===== config.mk =====
export PLATFORM = sky130hd
export DESIGN_NAME = burst_ring_fifo_unit
export DESIGN_NICKNAME = d
export VERILOG_FILES = /design/src/sv/brf_pkg.sv /design/src/sv/burst_ring_fifo_unit.sv /design/src/sv/brf_ram.sv
export SDC_FILE = /design/constraint.sdc
export NUM_CORES = 2
export LEC_CHECK = 0
export BUFFER_PORTS_ARGS = -buffer_cell sky130_fd_sc_hd__buf_2
export CORE_MARGIN = 1
export CORE_UTILIZATION = 53
export CTS_CLUSTER_SIZE = 30
export DETAILED_ROUTE_END_ITERATION = 12
export PLACE_DENSITY_LB_ADDON = 0.2
export SLEW_MARGIN = 5
export SYNTH_ARGS = -nofsm -noshare
export SYNTH_HDL_FRONTEND = slang
export SYNTH_HIERARCHICAL = 1
export SYNTH_SLANG_ARGS = --single-unit

===== constraint.sdc =====
create_clock -name clock -period 4.6 [get_ports clock]
set_input_delay 0.69 -clock clock [delete_from_list [all_inputs] [get_ports clock]]
set_output_delay 0.69 -clock clock [all_outputs]
set_load 0.02 [all_outputs]

===== src/sv/brf_pkg.sv =====
// Package for burst_ring_fifo_unit: field widths, request codes, defaults
// and the packed request and response types. No dependencies.
`default_nettype none

package brf_pkg;

   localparam int OP_W    = 2;
   localparam int DATA_W  = 8;
   localparam int COUNT_W = 7;
   localparam int SIZE_W  = 9;
   localparam int CFG_W   = 4;

   localparam int DEPTH_DEFAULT        = 256;
   localparam int ELEMENT_BITS_DEFAULT = 8;
   localparam int MAX_BURST_DEFAULT    = 64;
   localparam int CAP_LOG2_LIMIT       = 8;
   localparam logic [CFG_W-1:0] CAP_LOG2_RESET = 4'd8;

   localparam logic [OP_W-1:0] OP_PUSH = 2'd0;
   localparam logic [OP_W-1:0] OP_POP  = 2'd1;
   localparam logic [OP_W-1:0] OP_PEEK = 2'd2;

   typedef struct packed {
      logic [OP_W-1:0]    req_type;
      logic [DATA_W-1:0]  push_data;
      logic               push_last;
      logic [COUNT_W-1:0] request_count;
   } brf_req_type;

   typedef struct packed {
      logic [DATA_W-1:0] element;
      logic              element_valid;
      logic              accepted;
      logic [SIZE_W-1:0] run_count;
      logic [SIZE_W-1:0] free_space;
      logic              last;
   } brf_rsp_type;

endpackage

`default_nettype wire


===== src/sv/burst_ring_fifo_unit.sv =====
// Top level of the burst ring FIFO: pointer control, burst sequencer and
// response register around one brf_ram. Depends on brf_pkg and brf_ram.
`default_nettype none

// Ring FIFO with a configurable power-of-two capacity (2 up to the largest
// power of two that fits DEPTH, at most 256). A push, and a pop or peek that
// finds nothing, get a single response; an unknown request gets none. A pop
// or peek that delivers n elements starts a burst, issues the registered RAM
// read, then returns one element per cycle while rsp_stall does not hold the
// response register, since the sequencer keeps a single read in flight on the
// RAM's read port. New requests are taken only while no burst is running,
// the response register is free to move and no csr write is offered. Writing
// csr_data sets log2 of the capacity and empties the FIFO.
module burst_ring_fifo_unit #(
   parameter int DEPTH        = brf_pkg::DEPTH_DEFAULT,
   parameter int ELEMENT_BITS = brf_pkg::ELEMENT_BITS_DEFAULT,
   parameter int MAX_BURST    = brf_pkg::MAX_BURST_DEFAULT
) (
   input  wire logic                      clock,
   input  wire logic                      reset,
   input  wire logic                      req_valid,
   output logic                           req_stall,
   input  wire brf_pkg::brf_req_type      req_payload,
   output logic                           rsp_valid,
   input  wire logic                      rsp_stall,
   output brf_pkg::brf_rsp_type           rsp_payload,
   input  wire logic                      csr_valid,
   output logic                           csr_ready,
   input  wire logic [brf_pkg::CFG_W-1:0] csr_data
);

   localparam int FLOOR_LOG2 = $clog2(DEPTH + 1) - 1;
   localparam int AW = (FLOOR_LOG2 < brf_pkg::CAP_LOG2_LIMIT) ?
                       FLOOR_LOG2 : brf_pkg::CAP_LOG2_LIMIT;
   localparam int PW = AW + 1;
   localparam int MEM_DEPTH = 1 << AW;
   localparam int SW = (ELEMENT_BITS < brf_pkg::DATA_W) ? ELEMENT_BITS : brf_pkg::DATA_W;
   localparam int CW = brf_pkg::COUNT_W;

   typedef enum logic {
      ST_IDLE,
      ST_BURST
   } state_type;

   state_type               state_ff, state_in;
   logic [PW-1:0]           cap_ff, cap_in;
   logic [PW-1:0]           wp_ff, wp_in;
   logic [PW-1:0]           rp_ff, rp_in;
   logic [brf_pkg::SIZE_W-1:0] run_ff, run_in;
   logic                    pop_ff, pop_in;
   logic [CW-1:0]           n_ff, n_in;
   logic [CW-1:0]           iss_ff, iss_in;
   logic [CW-1:0]           cnt_ff, cnt_in;
   logic [PW-1:0]           ptr_ff, ptr_in;
   logic                    pend_ff, pend_in;
   logic                    rsp_valid_ff, rsp_valid_in;
   brf_pkg::brf_rsp_type    rsp_ff, rsp_in;

   logic                    out_free, req_acc, csr_acc;
   logic [AW-1:0]           amask;
   logic [PW-1:0]           pmask, used, used_after, rp_step;
   logic                    full, load, issue;
   logic [CW-1:0]           cmax, nreq, cnt_next;
   logic [brf_pkg::SIZE_W-1:0] run_next;
   logic [brf_pkg::CFG_W-1:0]  eff_log2;
   logic                    wr_en;
   logic [AW-1:0]           wr_addr, rd_addr;
   logic [SW-1:0]           wr_data, rd_data;

   brf_ram #(
      .WIDTH (SW),
      .DEPTH (MEM_DEPTH)
   ) u_ram (
      .clock   (clock),
      .wr_en   (wr_en),
      .wr_addr (wr_addr),
      .wr_data (wr_data),
      .rd_en   (issue),
      .rd_addr (rd_addr),
      .rd_data (rd_data)
   );

   assign out_free  = !rsp_valid_ff || !rsp_stall;
   assign req_stall = !(state_ff == ST_IDLE && out_free && !csr_valid);
   assign req_acc   = req_valid && !req_stall;
   assign csr_ready = (state_ff == ST_IDLE);
   assign csr_acc   = csr_valid && csr_ready;

   assign amask = AW'(cap_ff - PW'(1));
   assign pmask = {amask, 1'b1};
   assign used  = (wp_ff - rp_ff) & pmask;
   assign full  = (used == cap_ff);

   assign wr_en   = req_acc && req_payload.req_type == brf_pkg::OP_PUSH && !full;
   assign wr_addr = wp_ff[AW-1:0] & amask;
   assign wr_data = SW'(req_payload.push_data);
   assign rd_addr = ptr_ff[AW-1:0] & amask;

   assign load  = (state_ff == ST_BURST) && pend_ff && out_free;
   assign issue = (state_ff == ST_BURST) && (iss_ff != n_ff) && (!pend_ff || load);

   assign cmax = (req_payload.request_count > CW'(MAX_BURST)) ?
                 CW'(MAX_BURST) : req_payload.request_count;
   assign nreq = (16'(cmax) > 16'(used)) ? CW'(used) : cmax;
   assign cnt_next = cnt_ff + CW'(1);
   assign run_next = run_ff + brf_pkg::SIZE_W'(1);
   assign rp_step  = (rp_ff + PW'(1)) & pmask;
   assign eff_log2 = (csr_data < 4'd1) ? 4'd1 :
                     (csr_data > brf_pkg::CFG_W'(AW)) ? brf_pkg::CFG_W'(AW) : csr_data;

   always_comb begin
      state_in     = state_ff;
      cap_in       = cap_ff;
      wp_in        = wp_ff;
      rp_in        = rp_ff;
      run_in       = run_ff;
      pop_in       = pop_ff;
      n_in         = n_ff;
      iss_in       = iss_ff;
      cnt_in       = cnt_ff;
      ptr_in       = ptr_ff;
      pend_in      = issue || (pend_ff && !load);
      rsp_valid_in = rsp_valid_ff && !out_free;
      rsp_in       = rsp_ff;
      used_after   = used;

      if (csr_acc) begin
         cap_in = PW'(1) << eff_log2;
         wp_in  = '0;
         rp_in  = '0;
      end

      if (req_acc) begin
         case (req_payload.req_type)
            brf_pkg::OP_PUSH: begin
               rsp_valid_in          = 1'b1;
               rsp_in                = '0;
               rsp_in.accepted       = !full;
               rsp_in.last           = req_payload.push_last;
               rsp_in.run_count      = full ? run_ff : run_next;
               rsp_in.free_space     = brf_pkg::SIZE_W'(cap_ff - used
                                                       - PW'(!full));
               if (!full) begin
                  wp_in  = (wp_ff + PW'(1)) & pmask;
                  run_in = run_next;
               end
               if (req_payload.push_last) begin
                  run_in = '0;
               end
            end
            brf_pkg::OP_POP, brf_pkg::OP_PEEK: begin
               if (nreq == '0) begin
                  rsp_valid_in      = 1'b1;
                  rsp_in            = '0;
                  rsp_in.free_space = brf_pkg::SIZE_W'(cap_ff - used);
                  rsp_in.last       = 1'b1;
               end else begin
                  state_in = ST_BURST;
                  pop_in   = (req_payload.req_type == brf_pkg::OP_POP);
                  n_in     = nreq;
                  iss_in   = '0;
                  cnt_in   = '0;
                  ptr_in   = rp_ff;
               end
            end
            default: begin
            end
         endcase
      end

      if (issue) begin
         ptr_in = (ptr_ff + PW'(1)) & pmask;
         iss_in = iss_ff + CW'(1);
      end

      if (load) begin
         cnt_in = cnt_next;
         if (pop_ff) begin
            rp_in      = rp_step;
            used_after = (wp_ff - rp_step) & pmask;
         end
         rsp_valid_in         = 1'b1;
         rsp_in               = '0;
         rsp_in.element       = brf_pkg::DATA_W'(rd_data);
         rsp_in.element_valid = 1'b1;
         rsp_in.run_count     = brf_pkg::SIZE_W'(cnt_next);
         rsp_in.free_space    = brf_pkg::SIZE_W'(cap_ff - used_after);
         rsp_in.last          = (cnt_next == n_ff);
         if (cnt_next == n_ff) begin
            state_in = ST_IDLE;
         end
      end
   end

   always_ff @(posedge clock) begin
      if (reset) begin
         state_ff     <= ST_IDLE;
         cap_ff       <= PW'(1) << ((brf_pkg::CAP_LOG2_RESET > brf_pkg::CFG_W'(AW)) ?
                                    brf_pkg::CFG_W'(AW) : brf_pkg::CAP_LOG2_RESET);
         wp_ff        <= '0;
         rp_ff        <= '0;
         run_ff       <= '0;
         pop_ff       <= 1'b0;
         n_ff         <= '0;
         iss_ff       <= '0;
         cnt_ff       <= '0;
         ptr_ff       <= '0;
         pend_ff      <= 1'b0;
         rsp_valid_ff <= 1'b0;
      end else begin
         state_ff     <= state_in;
         cap_ff       <= cap_in;
         wp_ff        <= wp_in;
         rp_ff        <= rp_in;
         run_ff       <= run_in;
         pop_ff       <= pop_in;
         n_ff         <= n_in;
         iss_ff       <= iss_in;
         cnt_ff       <= cnt_in;
         ptr_ff       <= ptr_in;
         pend_ff      <= pend_in;
         rsp_valid_ff <= rsp_valid_in;
      end
      rsp_ff <= rsp_in;
   end

   assign rsp_valid   = rsp_valid_ff;
   assign rsp_payload = rsp_ff;

   a_used_le_cap: assert property (@(posedge clock) disable iff (reset)
      used <= cap_ff)
      else $error("fill level above capacity");

   a_pend_in_burst: assert property (@(posedge clock) disable iff (reset)
      pend_ff |-> state_ff == ST_BURST)
      else $error("read in flight outside a burst");

   a_emit_le_issue: assert property (@(posedge clock) disable iff (reset)
      state_ff == ST_BURST |-> (cnt_ff <= iss_ff && iss_ff <= n_ff))
      else $error("burst counters out of order");

   a_no_write_in_burst: assert property (@(posedge clock) disable iff (reset)
      state_ff == ST_BURST |-> !wr_en)
      else $error("RAM write during a burst");

endmodule

`default_nettype wire


===== src/sv/brf_ram.sv =====
// Generic simple dual-port RAM: one write port, one read port with
// registered read data. No dependencies.
`default_nettype none

module brf_ram #(
   parameter int WIDTH = 8,
   parameter int DEPTH = 256
) (
   input  wire logic                     clock,
   input  wire logic                     wr_en,
   input  wire logic [$clog2(DEPTH)-1:0] wr_addr,
   input  wire logic [WIDTH-1:0]         wr_data,
   input  wire logic                     rd_en,
   input  wire logic [$clog2(DEPTH)-1:0] rd_addr,
   output logic      [WIDTH-1:0]         rd_data
);

   logic [WIDTH-1:0] mem [DEPTH];

   always_ff @(posedge clock) begin
      if (wr_en) begin
         mem[wr_addr] <= wr_data;
      end
      if (rd_en) begin
         rd_data <= mem[rd_addr];
      end
   end

endmodule

`default_nettype wire

==> results.cfg <==
[run_status]
status = completed

[routing]
drc_errors = 0
num_vias = 46200
viasPerCell = 6.36
first_pass_iters = 6
ant_nets = 0
drt-initial-drc-count = 5673
wirelength_mm = 220
wl_per_cell_microns = 30.3

[clock_tree]
clockBufferDepth = 3
clkSinkCount = 2154
clk_pin_slew_ps = 60
root_buffer = clkbuf_16
postCtsSetupRepairBufs = 0
h-tree-depth = 4
cts_buffers = 209
cts_tree = done
insertion_delay_ps = 850

[timing]
setup_viol = 0
slew_violations = 0
max_slew.worst_pin.slew_ps = 1180
holdWs_ps = 170
fmax_ghz = 0.220
finalHoldViolCount = 0
skew_ps = 31.1
period_needed_ps = 4540
min_period_over_period = 0.987
grt_setup_unrepaired = yes
relSlewSlack = 0.207

[floorplan]
io-pin-count = 59
core_sq_um = 161000
die_h_microns = 406
start_util = 0.536
std_cell_rows = 147
dieArea_sq_um = 165000
fp.dieW_microns = 406

[placement]
gp_congestion = 0.910
postPlaceCellArea_sq_um = 91500
post-dp-hpwl_mm = 143
port_buffers = 58

[synthesis]
synth-edff-count = 2081
netlist_area_sq_um = 86600
synth_top_area_frac = 0.721
syn_avg_cell_area_sq_um = 18.9
seq_area_frac_synth = 0.738
yosys.cell_count.top_type = edfxtp_1
syn-num-nets = 4653
postSynthCellCount = 4572
synth-async-reset-ratio = 0
ys.flop_type = edfxtp_1
yosys-top-cells-count = edfxtp_1, mux4_2, nor2_1
ys_seq_elements = 2154
synth_area_leaders = edfxtp_1, mux4_2, dfxtp_1
ys_warn_count = 6
netlist-cell-type-count = 91
yosysTopAreaCell = edfxtp_1

[pwr]
p_leak_nw = 30.6
power.total_mw = 40.0
power_density_nw_per_um2 = 405
peakVddDrop_mv = 0.325

[grt]
grt_pass1_vias = 45900
global_route.usage.total = 0.271
grt_overflow = 0
grt_pass1_wl_mm = 319
grt_max_degree = 134
antenna_found_initial = 3

[finish]
utilization = 0.612
design_area_sq_um = 98900
syn_to_final_growth_pct = 14.2
nNetsFinal = 5015
drive_gt1_frac = 0.258

[worst_setup_path]
crit_buf_inv = 6
worstPathArrival_ps = 5000
critPathTopFamily = simple AND/OR/NAND/NOR gates
critPathKind = flop to flop
cp-start-kind = flop
cp_cell_sequence = inv_1, ha_1, fa_1, nand2b_1, a211oi_1, buf_4, or3_1, and3_1, inv_1, ha_1, nand4_1, nor2_1, a21o_1, inv_8, buf_4, nand3_1, buf_12, nor2_1
critPathMaxFanout = 18
crit_path_end_kind = flop
cpMaxStageDelayCell = nor2_1
max_stage_delay_ps = 600
crit_required_ps = 5060

[worst_hold_path]
holdCritPathClass = primary input to flop

[run]
drv_cap = 0
## placed cells by master, fill, tap and decap left out, types with 46 or more instances in the layout
master / count
a21oi_1: 153
a22oi_1: 135
buf_12: 49
buf_2: 50
buf_4: 311
clkbuf_16: 213
clkinv_1: 46
dfxtp_1: 73
edfxtp_1: 2081
ha_1: 50
mux2i_1: 146
mux4_2: 454
nand2_1: 87
nand3_1: 80
nor2_1: 263
nor2_2: 91
nor2b_1: 52
o21ai_0: 65
o221ai_1: 46
## where the power goes
part | switching (mW) | total (mW) | internal, mW
registers | 0.00913 | 21.5 | 21.5
logic | 0.556 | 0.725 | 0.170
clock network | 7.34 | 17.8 | 10.4
total | 7.90 | 40.0 | 32.1
## area by class of cell
type / count / area (sq um)
Multi-Input combinational cell: 2114 / 21200
Fill cell: 11500 / 62600
Inverter: 37 / 146
Timing Repair Buffer: 418 / 3680
Antenna cell: 3 / 7.51
Sequential cell: 2154 / 64000
Tap cell: 2160 / 2700
Clock inverter: 140 / 1690
Clock buffer: 247 / 5480
## flip-flops by register name, indices dropped and copies added, names as in the netlist, 8 cells and up
register / count
cap_ff: 9
u_ram/mem: 2048
ptr_ff: 8
run_ff: 9
wp_ff: 9
u_ram/rd_data: 8
rsp_payload: 29
rp_ff: 9
## repair_timing
item	CTS	global route
setup endpoints to repair	0	758
hold endpoints to repair	0	0
gates resized for setup	0	89
hold buffers	0	0
## routing by layer
metal | vias up | GRT usage | part of all wire
met1 | 24100 | 0.380 | 0.39
met4 | 4 | 0.0945 | 0.032
li1 | 19500 | - | -
met2 | 2307 | 0.421 | 0.48
met5 | - | 0.00327 | 0.00039
met3 | 365 | 0.0603 | 0.097
## worst reg2reg max path, cell delays in order, from the launching register on
cell      delay, ps
dfxtp_1         350
inv_1            60
ha_1            220
fa_1            390
nand2b_1        200
a211oi_1        240
buf_4           170
or3_1           110
and3_1          190
inv_1            80
ha_1            290
nand4_1         120
nor2_1          110
a21o_1          260
inv_8           150
buf_4           180
nand3_1         210
buf_12          250
nor2_1          600
## path summary, 6_finish.rpt
check	start	endpoint	slack [ps]	depth (start not counted)
setup / recovery	wp_ff[0]	u_ram/mem[144][3]	60	18
hold / removal	csr_data[3]	cap_ff[8]	170	3
setup reg to reg	wp_ff[0]	u_ram/mem[144][3]	60	18
hold reg to reg	rsp_payload[20]	rsp_payload[20]	450	2
## per-stage QoR
step / instances / setup TNS (ps) / setup WS [ps]
5_1_grt: 7270 / -9590 / -133
4_1_cts: 7270 / 0 / 23.9
3_3_place_gp: 6883 / 0 / 57.5
2_1_floorplan: 4572 / 0 / 115
6_report: 7273 / 0 / 59.3
3_5_place_dp: 6883 / 0 / 55.5
## kinds of logic after synthesis
family	after synthesis	share of synthesized area
DFF	2154	0.738
and+or+nand+nor	793	0.0440
muxes	605	0.136
AOI/OAI and AO/OA	585	0.0456
buffers and inverters	304	0.0201
xor gates and xnor gates	75	0.00767
adders and majority gates	56	0.00838
Note: power is estimated with default switching activity, not from simulation.
